## src/rtl/core/bnig_pkg.sv

```systemverilog
`default_nettype none
package bnig_pkg;

  localparam int IDX_W    = 20;  // linear index width
  localparam int CRD_W    = 10;  // signed walk coordinate: -3 .. 258
  localparam int DVD_W    = 10;  // centre - radius + 3*size, 0 .. 1023
  localparam int STEP_W   = 4;   // counts DVD_W remainder steps
  localparam int GRID_MAX = 256; // size fields saturate here; widths above assume it

  typedef enum logic [2:0] {
    ST_IDLE,
    ST_MOD_START,
    ST_MOD_WAIT,
    ST_MUL_YZ,
    ST_MUL_X,
    ST_MUL_Y,
    ST_WALK,
    ST_FLUSH
  } state_t;

  // walker -> emit stage
  typedef struct packed {
    logic             take;   // walker steps this cycle
    logic             hit;    // current cell gives an index
    logic [IDX_W-1:0] idx;
    logic             flush;  // walk over, release held item
  } emit_req_t;

  // emit stage -> walker
  typedef struct packed {
    logic ready;    // a step may be taken now
    logic full;     // limit passed, more indices existed
    logic flushed;  // held item gone, query finished
  } emit_rsp_t;

endpackage
`default_nettype wire

```

## src/rtl/core/box_neighbourhood_index_generator.sv

```systemverilog
`default_nettype none
// Channel | Signals                                   | Direction
// query   | in_valid, in_stall, centre/radius/size,   | in, stall out
//         | base_index, self_index                    |
// result  | out_valid, out_stall, neighbor_index,     | out, stall in
//         | last, truncated                           |
// config  | cfg_we, cfg_wdata (wrap_mode)             | in, no wait
//
// One query at a time: in_stall is high from acceptance until the query's final
// item is in the output register. The walk visits V = (2rx+1)(2ry+1)(2rz+1) cells;
// torus mode first reduces each axis start in the shared remainder unit. A walk
// cut at the result limit ends early, and output stalls can hold the walk.
// A zero size ends the query at once with no items. rst (synchronous) clears the
// sequencer, wrap_mode and the output valid.
module box_neighbourhood_index_generator #(
  parameter int MAX_RESULTS = 64
) (
  input  wire logic        clk,
  input  wire logic        rst,
  // configuration
  input  wire logic        cfg_we,
  input  wire logic        cfg_wdata,
  // query
  input  wire logic        in_valid,
  output logic             in_stall,
  input  wire logic [7:0]  center_x,
  input  wire logic [7:0]  center_y,
  input  wire logic [7:0]  center_z,
  input  wire logic [1:0]  radius_x,
  input  wire logic [1:0]  radius_y,
  input  wire logic [1:0]  radius_z,
  input  wire logic [8:0]  size_x,
  input  wire logic [8:0]  size_y,
  input  wire logic [8:0]  size_z,
  input  wire logic [19:0] base_index,
  input  wire logic [19:0] self_index,
  // results
  output logic             out_valid,
  input  wire logic        out_stall,
  output logic [19:0]      neighbor_index,
  output logic             last,
  output logic             truncated
);

  localparam int IW = bnig_pkg::IDX_W;
  localparam int CW = bnig_pkg::CRD_W;

  bnig_pkg::state_t state, state_next;

  logic             wrap_mode;
  logic [1:0]       ax;                 // axis under remainder reduction

  // query registers, one entry per axis (x, y, z)
  logic [7:0]       ctr [3];
  logic [1:0]       rad [3];
  logic [8:0]       siz [3];            // already saturated to GRID_MAX
  logic [IW-1:0]    base;
  logic [IW-1:0]    self_idx;

  // walk start coordinates, signed in clip mode
  logic signed [CW-1:0] st [3];
  logic [16:0]      syz;                // size_y * size_z, up to 65536
  logic [IW-1:0]    oy0;

  // walk position
  logic signed [CW-1:0] cx, cy, cz;
  logic [IW-1:0]    ox, oy;
  logic [2:0]       dx, dy, dz;

  // shared multiplier
  logic [16:0]          mul_a;
  logic signed [CW-1:0] mul_b;
  logic signed [27:0]   mul_p;

  // remainder unit
  logic                        mod_start;
  logic                        mod_done;
  logic [7:0]                  mod_rem;
  logic [bnig_pkg::DVD_W-1:0]  mod_dvd;

  logic                  any_zero;
  logic                  accept;
  logic                  x_ok, y_ok, z_ok, cell_ok;
  logic [IW-1:0]         idx;
  logic                  x_end, y_end, z_end;
  logic                  xw, yw, zw;
  logic                  step;
  bnig_pkg::emit_req_t   ereq;
  bnig_pkg::emit_rsp_t   ersp;

  function automatic logic [8:0] sat_size(input logic [8:0] s);
    if ({4'b0, s} > 13'(bnig_pkg::GRID_MAX)) begin
      return 9'(bnig_pkg::GRID_MAX);
    end
    return s;
  endfunction

  always_ff @(posedge clk) begin
    if (rst) begin
      wrap_mode <= 1'b0;
    end else if (cfg_we) begin
      wrap_mode <= cfg_wdata;
    end
  end

  assign any_zero = (size_x == '0) || (size_y == '0) || (size_z == '0);
  assign in_stall = (state != bnig_pkg::ST_IDLE);
  assign accept   = in_valid && !in_stall;

  // torus start: (c - r + 3s) mod s, the 3s keeps the dividend non-negative
  assign mod_dvd = 10'(ctr[ax]) - 10'(rad[ax]) + 10'(siz[ax]) + {siz[ax], 1'b0};
  assign mod_start = (state == bnig_pkg::ST_MOD_START);

  bnig_modunit u_mod (
    .clk      (clk),
    .rst      (rst),
    .start    (mod_start),
    .dividend (mod_dvd),
    .divisor  (siz[ax]),
    .done     (mod_done),
    .rem      (mod_rem)
  );

  // multiplier operands by phase; only the low index bits are kept
  always_comb begin
    case (state)
      bnig_pkg::ST_MUL_X: begin
        mul_a = syz;
        mul_b = st[0];
      end
      bnig_pkg::ST_MUL_Y: begin
        mul_a = 17'(siz[2]);
        mul_b = st[1];
      end
      default: begin
        mul_a = 17'(siz[1]);
        mul_b = $signed({1'b0, siz[2]});
      end
    endcase
  end

  assign mul_p = $signed({1'b0, mul_a}) * mul_b;

  // cell test and index for the current walk position
  assign x_ok    = !cx[CW-1] && (cx[8:0] < siz[0]);
  assign y_ok    = !cy[CW-1] && (cy[8:0] < siz[1]);
  assign z_ok    = !cz[CW-1] && (cz[8:0] < siz[2]);
  assign cell_ok = wrap_mode || (x_ok && y_ok && z_ok);
  assign idx     = base + ox + oy + IW'(cz[8:0]);

  assign z_end = (dz == {rad[2], 1'b0});
  assign y_end = (dy == {rad[1], 1'b0});
  assign x_end = (dx == {rad[0], 1'b0});

  // torus wrap back to zero at the top of the axis
  assign xw = wrap_mode && (cx[8:0] == siz[0] - 9'd1);
  assign yw = wrap_mode && (cy[8:0] == siz[1] - 9'd1);
  assign zw = wrap_mode && (cz[8:0] == siz[2] - 9'd1);

  assign step = (state == bnig_pkg::ST_WALK) && ersp.ready;

  assign ereq.take  = step;
  assign ereq.hit   = cell_ok && (idx != self_idx);
  assign ereq.idx   = idx;
  assign ereq.flush = (state == bnig_pkg::ST_FLUSH);

  bnig_emit #(
    .MAX_RESULTS (MAX_RESULTS)
  ) u_emit (
    .clk            (clk),
    .rst            (rst),
    .req            (ereq),
    .rsp            (ersp),
    .out_valid      (out_valid),
    .out_stall      (out_stall),
    .neighbor_index (neighbor_index),
    .last           (last),
    .truncated      (truncated)
  );

  // sequencer
  always_ff @(posedge clk) begin
    if (rst) begin
      state <= bnig_pkg::ST_IDLE;
    end else begin
      state <= state_next;
    end
  end

  always_comb begin
    state_next = state;
    case (state)
      bnig_pkg::ST_IDLE: begin
        if (accept) begin
          if (any_zero) begin
            state_next = bnig_pkg::ST_IDLE;
          end else if (wrap_mode) begin
            state_next = bnig_pkg::ST_MOD_START;
          end else begin
            state_next = bnig_pkg::ST_MUL_YZ;
          end
        end
      end
      bnig_pkg::ST_MOD_START: begin
        state_next = bnig_pkg::ST_MOD_WAIT;
      end
      bnig_pkg::ST_MOD_WAIT: begin
        if (mod_done) begin
          state_next = (ax == 2'd2) ? bnig_pkg::ST_MUL_YZ : bnig_pkg::ST_MOD_START;
        end
      end
      bnig_pkg::ST_MUL_YZ: begin
        state_next = bnig_pkg::ST_MUL_X;
      end
      bnig_pkg::ST_MUL_X: begin
        state_next = bnig_pkg::ST_MUL_Y;
      end
      bnig_pkg::ST_MUL_Y: begin
        state_next = bnig_pkg::ST_WALK;
      end
      bnig_pkg::ST_WALK: begin
        if (ersp.full) begin
          state_next = bnig_pkg::ST_FLUSH;
        end else if (step && x_end && y_end && z_end) begin
          state_next = bnig_pkg::ST_FLUSH;
        end
      end
      bnig_pkg::ST_FLUSH: begin
        if (ersp.flushed) begin
          state_next = bnig_pkg::ST_IDLE;
        end
      end
      default: begin
        state_next = bnig_pkg::ST_IDLE;
      end
    endcase
  end

  always_ff @(posedge clk) begin
    if (rst) begin
      ax <= '0;
    end else if (accept) begin
      ax <= '0;
    end else if (state == bnig_pkg::ST_MOD_WAIT && mod_done) begin
      ax <= ax + 2'd1;
    end
  end

  // datapath
  always_ff @(posedge clk) begin
    case (state)
      bnig_pkg::ST_IDLE: begin
        if (accept) begin
          ctr[0]   <= center_x;
          ctr[1]   <= center_y;
          ctr[2]   <= center_z;
          rad[0]   <= radius_x;
          rad[1]   <= radius_y;
          rad[2]   <= radius_z;
          siz[0]   <= sat_size(size_x);
          siz[1]   <= sat_size(size_y);
          siz[2]   <= sat_size(size_z);
          base     <= base_index;
          self_idx <= self_index;
          // clip mode walks straight from centre minus radius
          st[0]    <= $signed(10'(center_x) - 10'(radius_x));
          st[1]    <= $signed(10'(center_y) - 10'(radius_y));
          st[2]    <= $signed(10'(center_z) - 10'(radius_z));
        end
      end
      bnig_pkg::ST_MOD_WAIT: begin
        if (mod_done) begin
          st[ax] <= $signed({2'b00, mod_rem});
        end
      end
      bnig_pkg::ST_MUL_YZ: begin
        syz <= mul_p[16:0];
      end
      bnig_pkg::ST_MUL_X: begin
        ox <= mul_p[IW-1:0];
        cx <= st[0];
        dx <= '0;
      end
      bnig_pkg::ST_MUL_Y: begin
        oy0 <= mul_p[IW-1:0];
        oy  <= mul_p[IW-1:0];
        cy  <= st[1];
        dy  <= '0;
        cz  <= st[2];
        dz  <= '0;
      end
      bnig_pkg::ST_WALK: begin
        if (step && !ersp.full) begin
          if (!z_end) begin
            dz <= dz + 3'd1;
            cz <= zw ? '0 : cz + 10'sd1;
          end else begin
            dz <= '0;
            cz <= st[2];
            if (!y_end) begin
              dy <= dy + 3'd1;
              cy <= yw ? '0 : cy + 10'sd1;
              oy <= yw ? '0 : oy + IW'(siz[2]);
            end else begin
              dy <= '0;
              cy <= st[1];
              oy <= oy0;
              dx <= dx + 3'd1;
              cx <= xw ? '0 : cx + 10'sd1;
              ox <= xw ? '0 : ox + IW'(syz);
            end
          end
        end
      end
      default: begin
      end
    endcase
  end

endmodule
`default_nettype wire

```

## src/rtl/core/bnig_modunit.sv

```systemverilog
`default_nettype none
// Restoring remainder, one dividend bit per cycle.
module bnig_modunit (
  input  wire logic                      clk,
  input  wire logic                      rst,
  input  wire logic                      start,
  input  wire logic [bnig_pkg::DVD_W-1:0] dividend,
  input  wire logic [8:0]                divisor,
  output logic                           done,
  output logic [7:0]                     rem
);

  logic                       busy;
  logic [bnig_pkg::DVD_W-1:0] dvd;
  logic [bnig_pkg::STEP_W-1:0] cnt;
  logic [8:0]                 trial;
  logic [7:0]                 rem_next;

  assign trial = {rem, dvd[bnig_pkg::DVD_W-1]};

  // partial remainder stays below divisor (<= 256), so 8 bits hold it
  always_comb begin
    if (trial >= divisor) begin
      rem_next = 8'(trial - divisor);
    end else begin
      rem_next = trial[7:0];
    end
  end

  always_ff @(posedge clk) begin
    if (rst) begin
      busy <= 1'b0;
      done <= 1'b0;
    end else begin
      done <= 1'b0;
      if (start) begin
        busy <= 1'b1;
      end else if (busy && cnt == bnig_pkg::STEP_W'(bnig_pkg::DVD_W - 1)) begin
        busy <= 1'b0;
        done <= 1'b1;
      end
    end
  end

  always_ff @(posedge clk) begin
    if (start) begin
      dvd <= dividend;
      rem <= '0;
      cnt <= '0;
    end else if (busy) begin
      dvd <= {dvd[bnig_pkg::DVD_W-2:0], 1'b0};
      rem <= rem_next;
      cnt <= cnt + 1'b1;
    end
  end

endmodule
`default_nettype wire

```

## src/rtl/core/bnig_emit.sv

```systemverilog
`default_nettype none
// Holds one index back so the final one can carry last/truncated,
// and drives the output register.
module bnig_emit #(
  parameter int MAX_RESULTS = 64
) (
  input  wire logic                       clk,
  input  wire logic                       rst,
  input  wire bnig_pkg::emit_req_t        req,
  output bnig_pkg::emit_rsp_t             rsp,
  output logic                            out_valid,
  input  wire logic                       out_stall,
  output logic [bnig_pkg::IDX_W-1:0]      neighbor_index,
  output logic                            last,
  output logic                            truncated
);

  localparam int CNT_W = $clog2(MAX_RESULTS + 1);

  logic [CNT_W-1:0]           cnt;
  logic                       more;
  logic [bnig_pkg::IDX_W-1:0] pend;
  logic                       free;
  logic                       has;
  logic                       below;
  logic                       load_mid;
  logic                       load_fin;

  assign free  = !out_valid || !out_stall;
  assign has   = (cnt != '0);
  assign below = (cnt < CNT_W'(MAX_RESULTS));

  assign rsp.ready   = !(req.hit && has && below) || free;
  assign rsp.full    = more;
  assign rsp.flushed = !has || free;

  assign load_mid = req.take && req.hit && below && has;
  assign load_fin = req.flush && has && free;

  always_ff @(posedge clk) begin
    if (rst) begin
      cnt       <= '0;
      more      <= 1'b0;
      out_valid <= 1'b0;
    end else begin
      if (load_mid || load_fin) begin
        out_valid <= 1'b1;
      end else if (!out_stall) begin
        out_valid <= 1'b0;
      end
      if (req.take && req.hit) begin
        if (below) begin
          cnt <= cnt + 1'b1;
        end else begin
          more <= 1'b1;
        end
      end
      if (req.flush && rsp.flushed) begin
        cnt  <= '0;
        more <= 1'b0;
      end
    end
  end

  always_ff @(posedge clk) begin
    if (req.take && req.hit && below) begin
      pend <= req.idx;
    end
    if (load_mid) begin
      neighbor_index <= pend;
      last           <= 1'b0;
      truncated      <= 1'b0;
    end else if (load_fin) begin
      neighbor_index <= pend;
      last           <= 1'b1;
      truncated      <= more;
    end
  end

endmodule
`default_nettype wire

```

## config.mk

```make
export PLATFORM = sky130hd
export DESIGN_NAME = box_neighbourhood_index_generator
export DESIGN_NICKNAME = d
export VERILOG_FILES = /design/src/rtl/core/bnig_pkg.sv /design/src/rtl/core/box_neighbourhood_index_generator.sv /design/src/rtl/core/bnig_modunit.sv /design/src/rtl/core/bnig_emit.sv
export SDC_FILE = /design/constraint.sdc
export NUM_CORES = 1
export LEC_CHECK = 0
export ABC_AREA = 1
export BUFFER_PORTS_ARGS = -buffer_cell sky130_fd_sc_hd__buf_2
export CAP_MARGIN = 0
export CORE_MARGIN = 8
export CORE_UTILIZATION = 40
export CTS_CLUSTER_DIAMETER = 50
export CTS_CLUSTER_SIZE = 10
export DETAILED_ROUTE_END_ITERATION = 8
export PLACE_DENSITY = 0.63
export SYNTH_ARGS = -nofsm -noshare
export SYNTH_HDL_FRONTEND = slang
export SYNTH_SLANG_ARGS = --single-unit
export TNS_END_PERCENT = 20
```

## constraint.sdc

```tcl
create_clock -name clk -period 7.7 [get_ports clk]
set_clock_uncertainty 0.1 [all_clocks]
set_input_delay 0 -clock clk [delete_from_list [all_inputs] [get_ports clk]]
set_output_delay 0 -clock clk [all_outputs]
set_load 0.1 [all_outputs]
```

## Yosys cells after proc, flatten, opt, wreduce, memory -nomap -nowiden

Memories as Yosys holds them, arrays and structs flattened. A register that Yosys moved wholly into a read port is not among the register bits.
Cells that the tools add are included.

| storage, ports and cells | value |
|---|---|
| memories | 4 |
| bits of input ports | 103 |
| register bits after elaboration | 237 |
| word-level logic and storage cells | 244 |
| bits in writable memories | 87 |

| cells by class | value |
|---|---|
| eq/ne operators | 24 |
| reductions and logical operators | 63 |
| bitwise operators | 1 |
| multiply operators | 1 |
| multiplexer cells | 92 |
| magnitude comparators | 8 |
| add/sub/neg operators | 24 |

Memories:

| name | words | bits a word | rd ports | clocked after memory_dff | write ports | RTL line | source |
|---|---|---|---|---|---|---|---|
| st | 3 | 10 | 3 | 0 | 3 | box_neighbourhood_index_generator.sv:61 | `logic signed [CW-1:0] st [3];` |
| siz | 3 | 9 | 4 | 1 | 3 | box_neighbourhood_index_generator.sv:56 | `logic [8:0] siz [3];` |
| ctr | 3 | 8 | 1 | 1 | 3 | box_neighbourhood_index_generator.sv:54 | `logic [7:0] ctr [3];` |
| rad | 3 | 2 | 4 | 1 | 3 | box_neighbourhood_index_generator.sv:55 | `logic [1:0] rad [3];` |

Operators by type and width:

| cell | count |
|---|---|
| two-way mux 20 bit | 10 |
| two-way mux 10 bit | 14 |
| two-way mux 9 bit | 12 |
| case mux 10 bit (2 select lines) | 4 |
| case mux 20 bit (2 select lines) | 2 |
| adder 20 bit | 2 |
| adder 20 x 9 -> 20 bit | 2 |
| two-way mux 3 bit | 13 |
| subtractor 8 x 2 -> 9 bit | 4 |
| case mux 17 bit (2 select lines) | 1 |
| adder 10 x 1 -> 10 bit (second input constant) | 3 |
| equality test 9 bit | 3 |
| greater-than comparator 9 bit (second input constant) | 3 |
| zero test 9 bit | 3 |
| < comparator 9 bit | 3 |
| subtractor 9 x 1 -> 9 bit (second input constant) | 3 |
| logical AND 1 bit | 25 |
| case mux 3 bit (8 select lines) | 1 |
| two-way mux 1 bit | 21 |
| adder 20 x 17 -> 20 bit | 1 |
| multiplier 18 x 10 -> 20 bit | 1 |
| two-way mux 2 bit | 10 |
| inequality test 20 bit | 1 |
| case mux 3 bit (2 select lines) | 3 |
| 31 further kinds | 68 |

## Logic depth before layout (Yosys ltp)

An unclocked memory read counts as a cell.

| logic depth | value |
|---|---|
| word-level depth | 18 |
| gate-level depth with buffers | 34 |

## By module

Synthesis repeated with hierarchy kept, for this count alone.

| unflattened totals | value |
|---|---|
| cells, all modules | 2913 |
| area, all modules | 25065.3 um2 |

Modules (own cells, without submodules):

| module | instances | area an instance (um2) | cells an instance |
|---|---|---|---|
| box_neighbourhood_index_generator | 1 | 21724.6 | 2572 |
| bnig_emit | 1 | 1819.2 | 130 |
| bnig_modunit | 1 | 1521.5 | 211 |

## Least setup slack after synthesis

OpenSTA, ideal clock, no wires.

| timing | value |
|---|---|
| path type | register to register |
| start point | reg state[2] |
| end point | mem st[1][0] (netlist name), enable pin |
| data required time | 7267 ps |
| arrival time | 6890 ps |
| clock period less this slack | 7323 ps |
| path slack | 377 ps |
| cell stages (with the launch flop) | 8 |
| cell sequence | dfxtp_1 -> clkbuf_2 -> inv_1 -> nand2_1 -> nor2_1 -> inv_1 -> clkbuf_1 -> nand2_1 |

RTL lines:

| what | RTL line | source |
|---|---|---|
| start: declaration | box_neighbourhood_index_generator.sv:48 | `bnig_pkg::state_t state, state_next;` |
| start signal: assignment | box_neighbourhood_index_generator.sv:184 | `state <= bnig_pkg::ST_IDLE;` |
| start signal: assignment | box_neighbourhood_index_generator.sv:186 | `state <= state_next;` |
| end: declaration | box_neighbourhood_index_generator.sv:61 |  |

## Worst setup path in the final report

| timing | value |
|---|---|
| start point | reg state[0] |
| end point | reg oy[19] (data pin) |

| between the ends | value |
|---|---|
| cells in the longest elaborated chain, start to end | 4 |
| elaborated cells between the ends (all ways) | 7 |

Ends and longest elaborated chain:

| what | RTL line | source |
|---|---|---|
| equality test 3 bit (on tied branches) | box_neighbourhood_index_generator.sv:126, box_neighbourhood_index_generator.sv:251 |  |
| case mux 17 bit (2 select lines) / case mux 10 bit (2 select lines) (equally long branches) | box_neighbourhood_index_generator.sv:126 | `case (state)` |
| multiplier 18 x 10 -> 20 bit | box_neighbourhood_index_generator.sv:142 | `assign mul_p = $signed({1'b0, mul_a}) * mul_b;` |
| case mux 20 bit (2 select lines) * | box_neighbourhood_index_generator.sv:251 | `case (state)` |
| end signal: assignment | box_neighbourhood_index_generator.sv:286 | `oy <= mul_p[IW-1:0];` |
| end signal: assignment | box_neighbourhood_index_generator.sv:303 | `oy <= yw ? '0 : oy + IW'(siz[2]);` |
| end signal: assignment | box_neighbourhood_index_generator.sv:307 | `oy <= oy0;` |
| end: declaration | box_neighbourhood_index_generator.sv:67 | `logic [IW-1:0] ox, oy;` |

Mark *: on every way between the ends. The rest lies on a longest branch, timed or not.
A chain may end at the register's enable or synchronous reset.

==> flow_results.xml <==
<?xml version="1.0" encoding="UTF-8"?>
<metrics>
  <group name="logic_synthesis">
    <metric name="synth_top_area_share" unit="%">35.7</metric>
    <metric name="synthAdderAreaFrac" unit="%">21.0</metric>
    <metric name="post_synth_mux_area_share" unit="%">0</metric>
    <metric name="synth_cells" unit="">2708</metric>
    <metric name="synth_enable_flop_cells" unit="">287</metric>
    <metric name="synthSimpleGateAreaFrac" unit="%">17.5</metric>
    <metric name="synth_top_cells_by_area" unit="">edfxtp_1 (36%), fa_1 (12%), ha_1 (9.0%), nand2_1 (8.0%), inv_1 (7.7%)</metric>
    <metric name="synth_top_flop_cell" unit="">edfxtp_1</metric>
    <metric name="post_synth_xor_area_fraction" unit="%">5.35</metric>
    <metric name="yosysWarningCount" unit="">0</metric>
    <metric name="synth_top_cell_by_area" unit="">edfxtp_1</metric>
    <metric name="synth_top_family_by_area" unit="">adder cells</metric>
    <metric name="ff_latch_count_synth" unit="">323</metric>
    <metric name="synth_cell_types" unit="">60</metric>
    <metric name="synth_area_per_cell" unit="um2">8.92</metric>
    <metric name="yosysSeqAreaShare" unit="%">38.7</metric>
    <metric name="share_of_the_synthesized_area_in_compound_gates_ao_oa_aoi_oai" unit="%">9.03</metric>
    <metric name="async_reset_ff_share" unit="%">0</metric>
    <metric name="synthesized_area" unit="um2">24100</metric>
    <metric name="synthesis.nets" unit="">3129</metric>
  </group>
  <group name="setup_path">
    <metric name="timing.critical_path.from_type" unit="">flip-flop</metric>
    <metric name="timing.critical_path.required" unit="ps">7900</metric>
    <metric name="critical-path-top-cell-by-count" unit="">nand2_1</metric>
    <metric name="critical_path_class" unit="">reg2reg</metric>
    <metric name="r2r_slack" unit="ps">620</metric>
    <metric name="worst_r2r_endpoint" unit="">oy[19]</metric>
    <metric name="cpMaxStageDelayCell" unit="">a21oi_1</metric>
    <metric name="r2r_start" unit="">state[0]</metric>
    <metric name="path_max_fanout" unit="">20</metric>
    <metric name="critPathMaxStageDelay" unit="ps">570</metric>
    <metric name="timing.critical_path.arrival" unit="ps">7280</metric>
    <metric name="r2r_cells" unit="">32</metric>
    <metric name="critPathLaunch" unit="">state[0]</metric>
    <metric name="worstSetupEndpointType" unit="">flip-flop</metric>
  </group>
  <group name="die">
    <metric name="placementRows" unit="">90</metric>
    <metric name="fp.dieH" unit="um">262</metric>
    <metric name="area_enclosed_by_the_die_boundary" unit="um2">68500</metric>
    <metric name="core_region_area" unit="um2">60000</metric>
    <metric name="starting_utilization_of_the_core_area" unit="%">40.2</metric>
    <metric name="die_w" unit="um">262</metric>
    <metric name="boundaryPins" unit="">127</metric>
  </group>
  <group name="grt">
    <metric name="grt_pass1_vias" unit="">20200</metric>
    <metric name="grt_max_degree" unit="">66</metric>
    <metric name="grt_use_total" unit="%">20.5</metric>
    <metric name="globalRoute.totalOverflow" unit="">0</metric>
    <metric name="antenna_found_initial" unit="">0</metric>
    <metric name="wire_length_of_the_first_global_routing_pass" unit="um">111000</metric>
  </group>
  <group name="layout">
    <metric name="layout.cells.most_common" unit="">nand2_1</metric>
    <metric name="post_route_cells_drive_above_1_share" unit="%">8.12</metric>
    <metric name="nets" unit="">3385</metric>
    <metric name="antennaDiodeCount" unit="">0</metric>
    <metric name="layout.cells.most_common_list" unit="">nand2_1 (515), inv_1 (494), edfxtp_1 (287)</metric>
    <metric name="num-fill-cells" unit="">5712</metric>
    <metric name="stdcell_area" unit="um2">28200</metric>
    <metric name="syn2layout_area_growth" unit="%">16.6</metric>
  </group>
  <group name="clock_tree">
    <metric name="clockBufferDepth" unit="">3</metric>
    <metric name="numCtsBuffers" unit="">44</metric>
    <metric name="clock_tree_from_tritoncts" unit="">built</metric>
    <metric name="clk_transition_reported_paths" unit="ps">60</metric>
    <metric name="cts_post_setup_buffers_inserted" unit="">0</metric>
    <metric name="numClockSinks" unit="">323</metric>
    <metric name="ctsRootBufferMaster" unit="">clkbuf_16</metric>
    <metric name="cts.htree.levels" unit="">2</metric>
    <metric name="clock_latency" unit="ps">570</metric>
  </group>
  <group name="route">
    <metric name="ant_nets" unit="">0</metric>
    <metric name="wl_per_cell" unit="um">18.6</metric>
    <metric name="firstDrtPassIters" unit="">5</metric>
    <metric name="drt-initial-drc-count" unit="">1236</metric>
    <metric name="drt-vias-per-instance" unit="">5.17</metric>
    <metric name="detail_route.drc_violations" unit="">0</metric>
    <metric name="detailroute.via_count" unit="">19500</metric>
    <metric name="post_route_wl" unit="um">70100</metric>
  </group>
  <group name="min_path">
    <metric name="worst_hold_startpoint" unit="">base_index[0]</metric>
    <metric name="timing.hold.worst.class" unit="">in2reg</metric>
    <metric name="min_delay_worst_endpoint" unit="">base[0]</metric>
    <metric name="min_delay_path_depth" unit="">2</metric>
  </group>
  <group name="timing">
    <metric name="final_hold_viol_count" unit="">0</metric>
    <metric name="setup_viol" unit="">0</metric>
    <metric name="worst-slew-pin-transition" unit="ps">992</metric>
    <metric name="final.setup.tns" unit="ps">0</metric>
    <metric name="rsz0062_at_grt" unit="">false</metric>
    <metric name="timing.slew.headroom" unit="%">33.7</metric>
    <metric name="timing.final.crit_share" unit="%">92.0</metric>
    <metric name="timing_max_transition_violations_final" unit="">0</metric>
    <metric name="timing.fmax" unit="MHz">141</metric>
    <metric name="finalCriticalPeriod" unit="ps">7080</metric>
  </group>
  <group name="job">
    <metric name="drv.max_cap_violation_count" unit="">0</metric>
  </group>
  <group name="placed_design">
    <metric name="globalplace.congestion" unit="">0.938</metric>
    <metric name="placed_instance_area" unit="um2">25800</metric>
    <metric name="io_buffer_count" unit="">126</metric>
    <metric name="dp_hpwl" unit="um">54900</metric>
  </group>
  <group name="status">
    <metric name="status" unit="">finished, final reports clean</metric>
  </group>
</metrics>
flip-flops by register name (all words and copies together) (netlist names), 8 cells and up, named ones only:
register	count
cy	10
ox	20
u_emit.neighbor_index	20
oy	20
cz	10
base	20
cx	10
u_mod.dvd	10
oy0	20
siz	27
ctr	24
self_idx	20
u_mod.rem	8
st	27
syz	17
u_emit.pend	20
critical path: cells and delay by family, from the launching register on:
family | cells | cell delay (ps)
AND/OR/NAND/NOR | 16 | 2060
buffers and inverters | 7 | 670
AO/OA/AOI/OAI | 3 | 810
flip-flops | 1 | 400
adder cells (fa/ha/maj) | 6 | 2770
worst max-delay path by stage:
stage	slack [ps]	endpoint
floorplan	380	st[1][0]
global placement	890	oy[19]
detailed placement	710	oy[19]
CTS	670	oy[19]
global route	120	oy[19]
finish	620	oy[19]
logic make-up after synthesis:
| group | after synthesis |
|---|---|
| buffers and inverters | 538 |
| AND/OR/NAND/NOR | 1008 |
| AO/OA/AOI/OAI | 377 |
| adder cells (fa/ha/maj) | 318 |
| XOR/XNOR | 144 |
| flip-flops | 323 |
what timing repair did:
action / 4_1_cts / 5_1_grt
endpoints found under the hold margin: 145 / 0
gates resized for setup: 0 / 0
hold buffers: 102 / 0
endpoints found under the setup margin: 0 / 0
per-layer routing:
metal	routed length, um	GRT usage, %	part of all wire (%)
met1	29600	26.1	42
met3	4070	3.00	5.8
met2	34100	35.6	49
met5	0	0	0
met4	2340	6.91	3.3
synth_stat cells (all sizes together) (2+ instances only):
master	instances
nand2	523
inv	498
edfxtp	287
nor2	275
ha	173
fa	145
a21oi	135
o21ai	121
nand3	100
xor2	98
o22ai	46
xnor2	45
nand4	37
dfxtp	36
nor3	35
clkbuf	32
o211ai	21
nor4	11
and2	10
o31ai	9
a31oi	8
buf	7
o21bai	7
or2	7
nand3b	6
a211oi	4
a21boi	4
a21o	3
o21a	3
o32ai	3
nor3b	2
o2111ai	2
o211a	2
o221ai	2
o41ai	2
through the flow:
step,util (%),cells,worst slack [ps],hold WS (ps)
2_1_floorplan,-,2708,377,-27.6
3_3_place_gp,42.9,3598,885,78.4
3_5_place_dp,42.9,3598,712,78.1
4_1_cts,46.9,3774,668,15.0
5_1_grt,46.9,3774,123,27.8
6_report,46.9,3774,619,42.0
cell type report:
class                           count  area (um2)  share of cell area (%)
Clock buffer                       59        1210                    4.29
Clock inverter                     15         176                   0.626
Inverter                          499        1880                    6.66
Multi-Input combinational cell   1847       12800                    45.4
Sequential cell                   323        9340                    33.2
Tap cell                          782         978                    3.47
Timing Repair Buffer              249        1810                    6.42
Power is left out: the tool's default activity adds up to more than one toggle a clock period on the data nets, which glitch-free logic cannot reach.
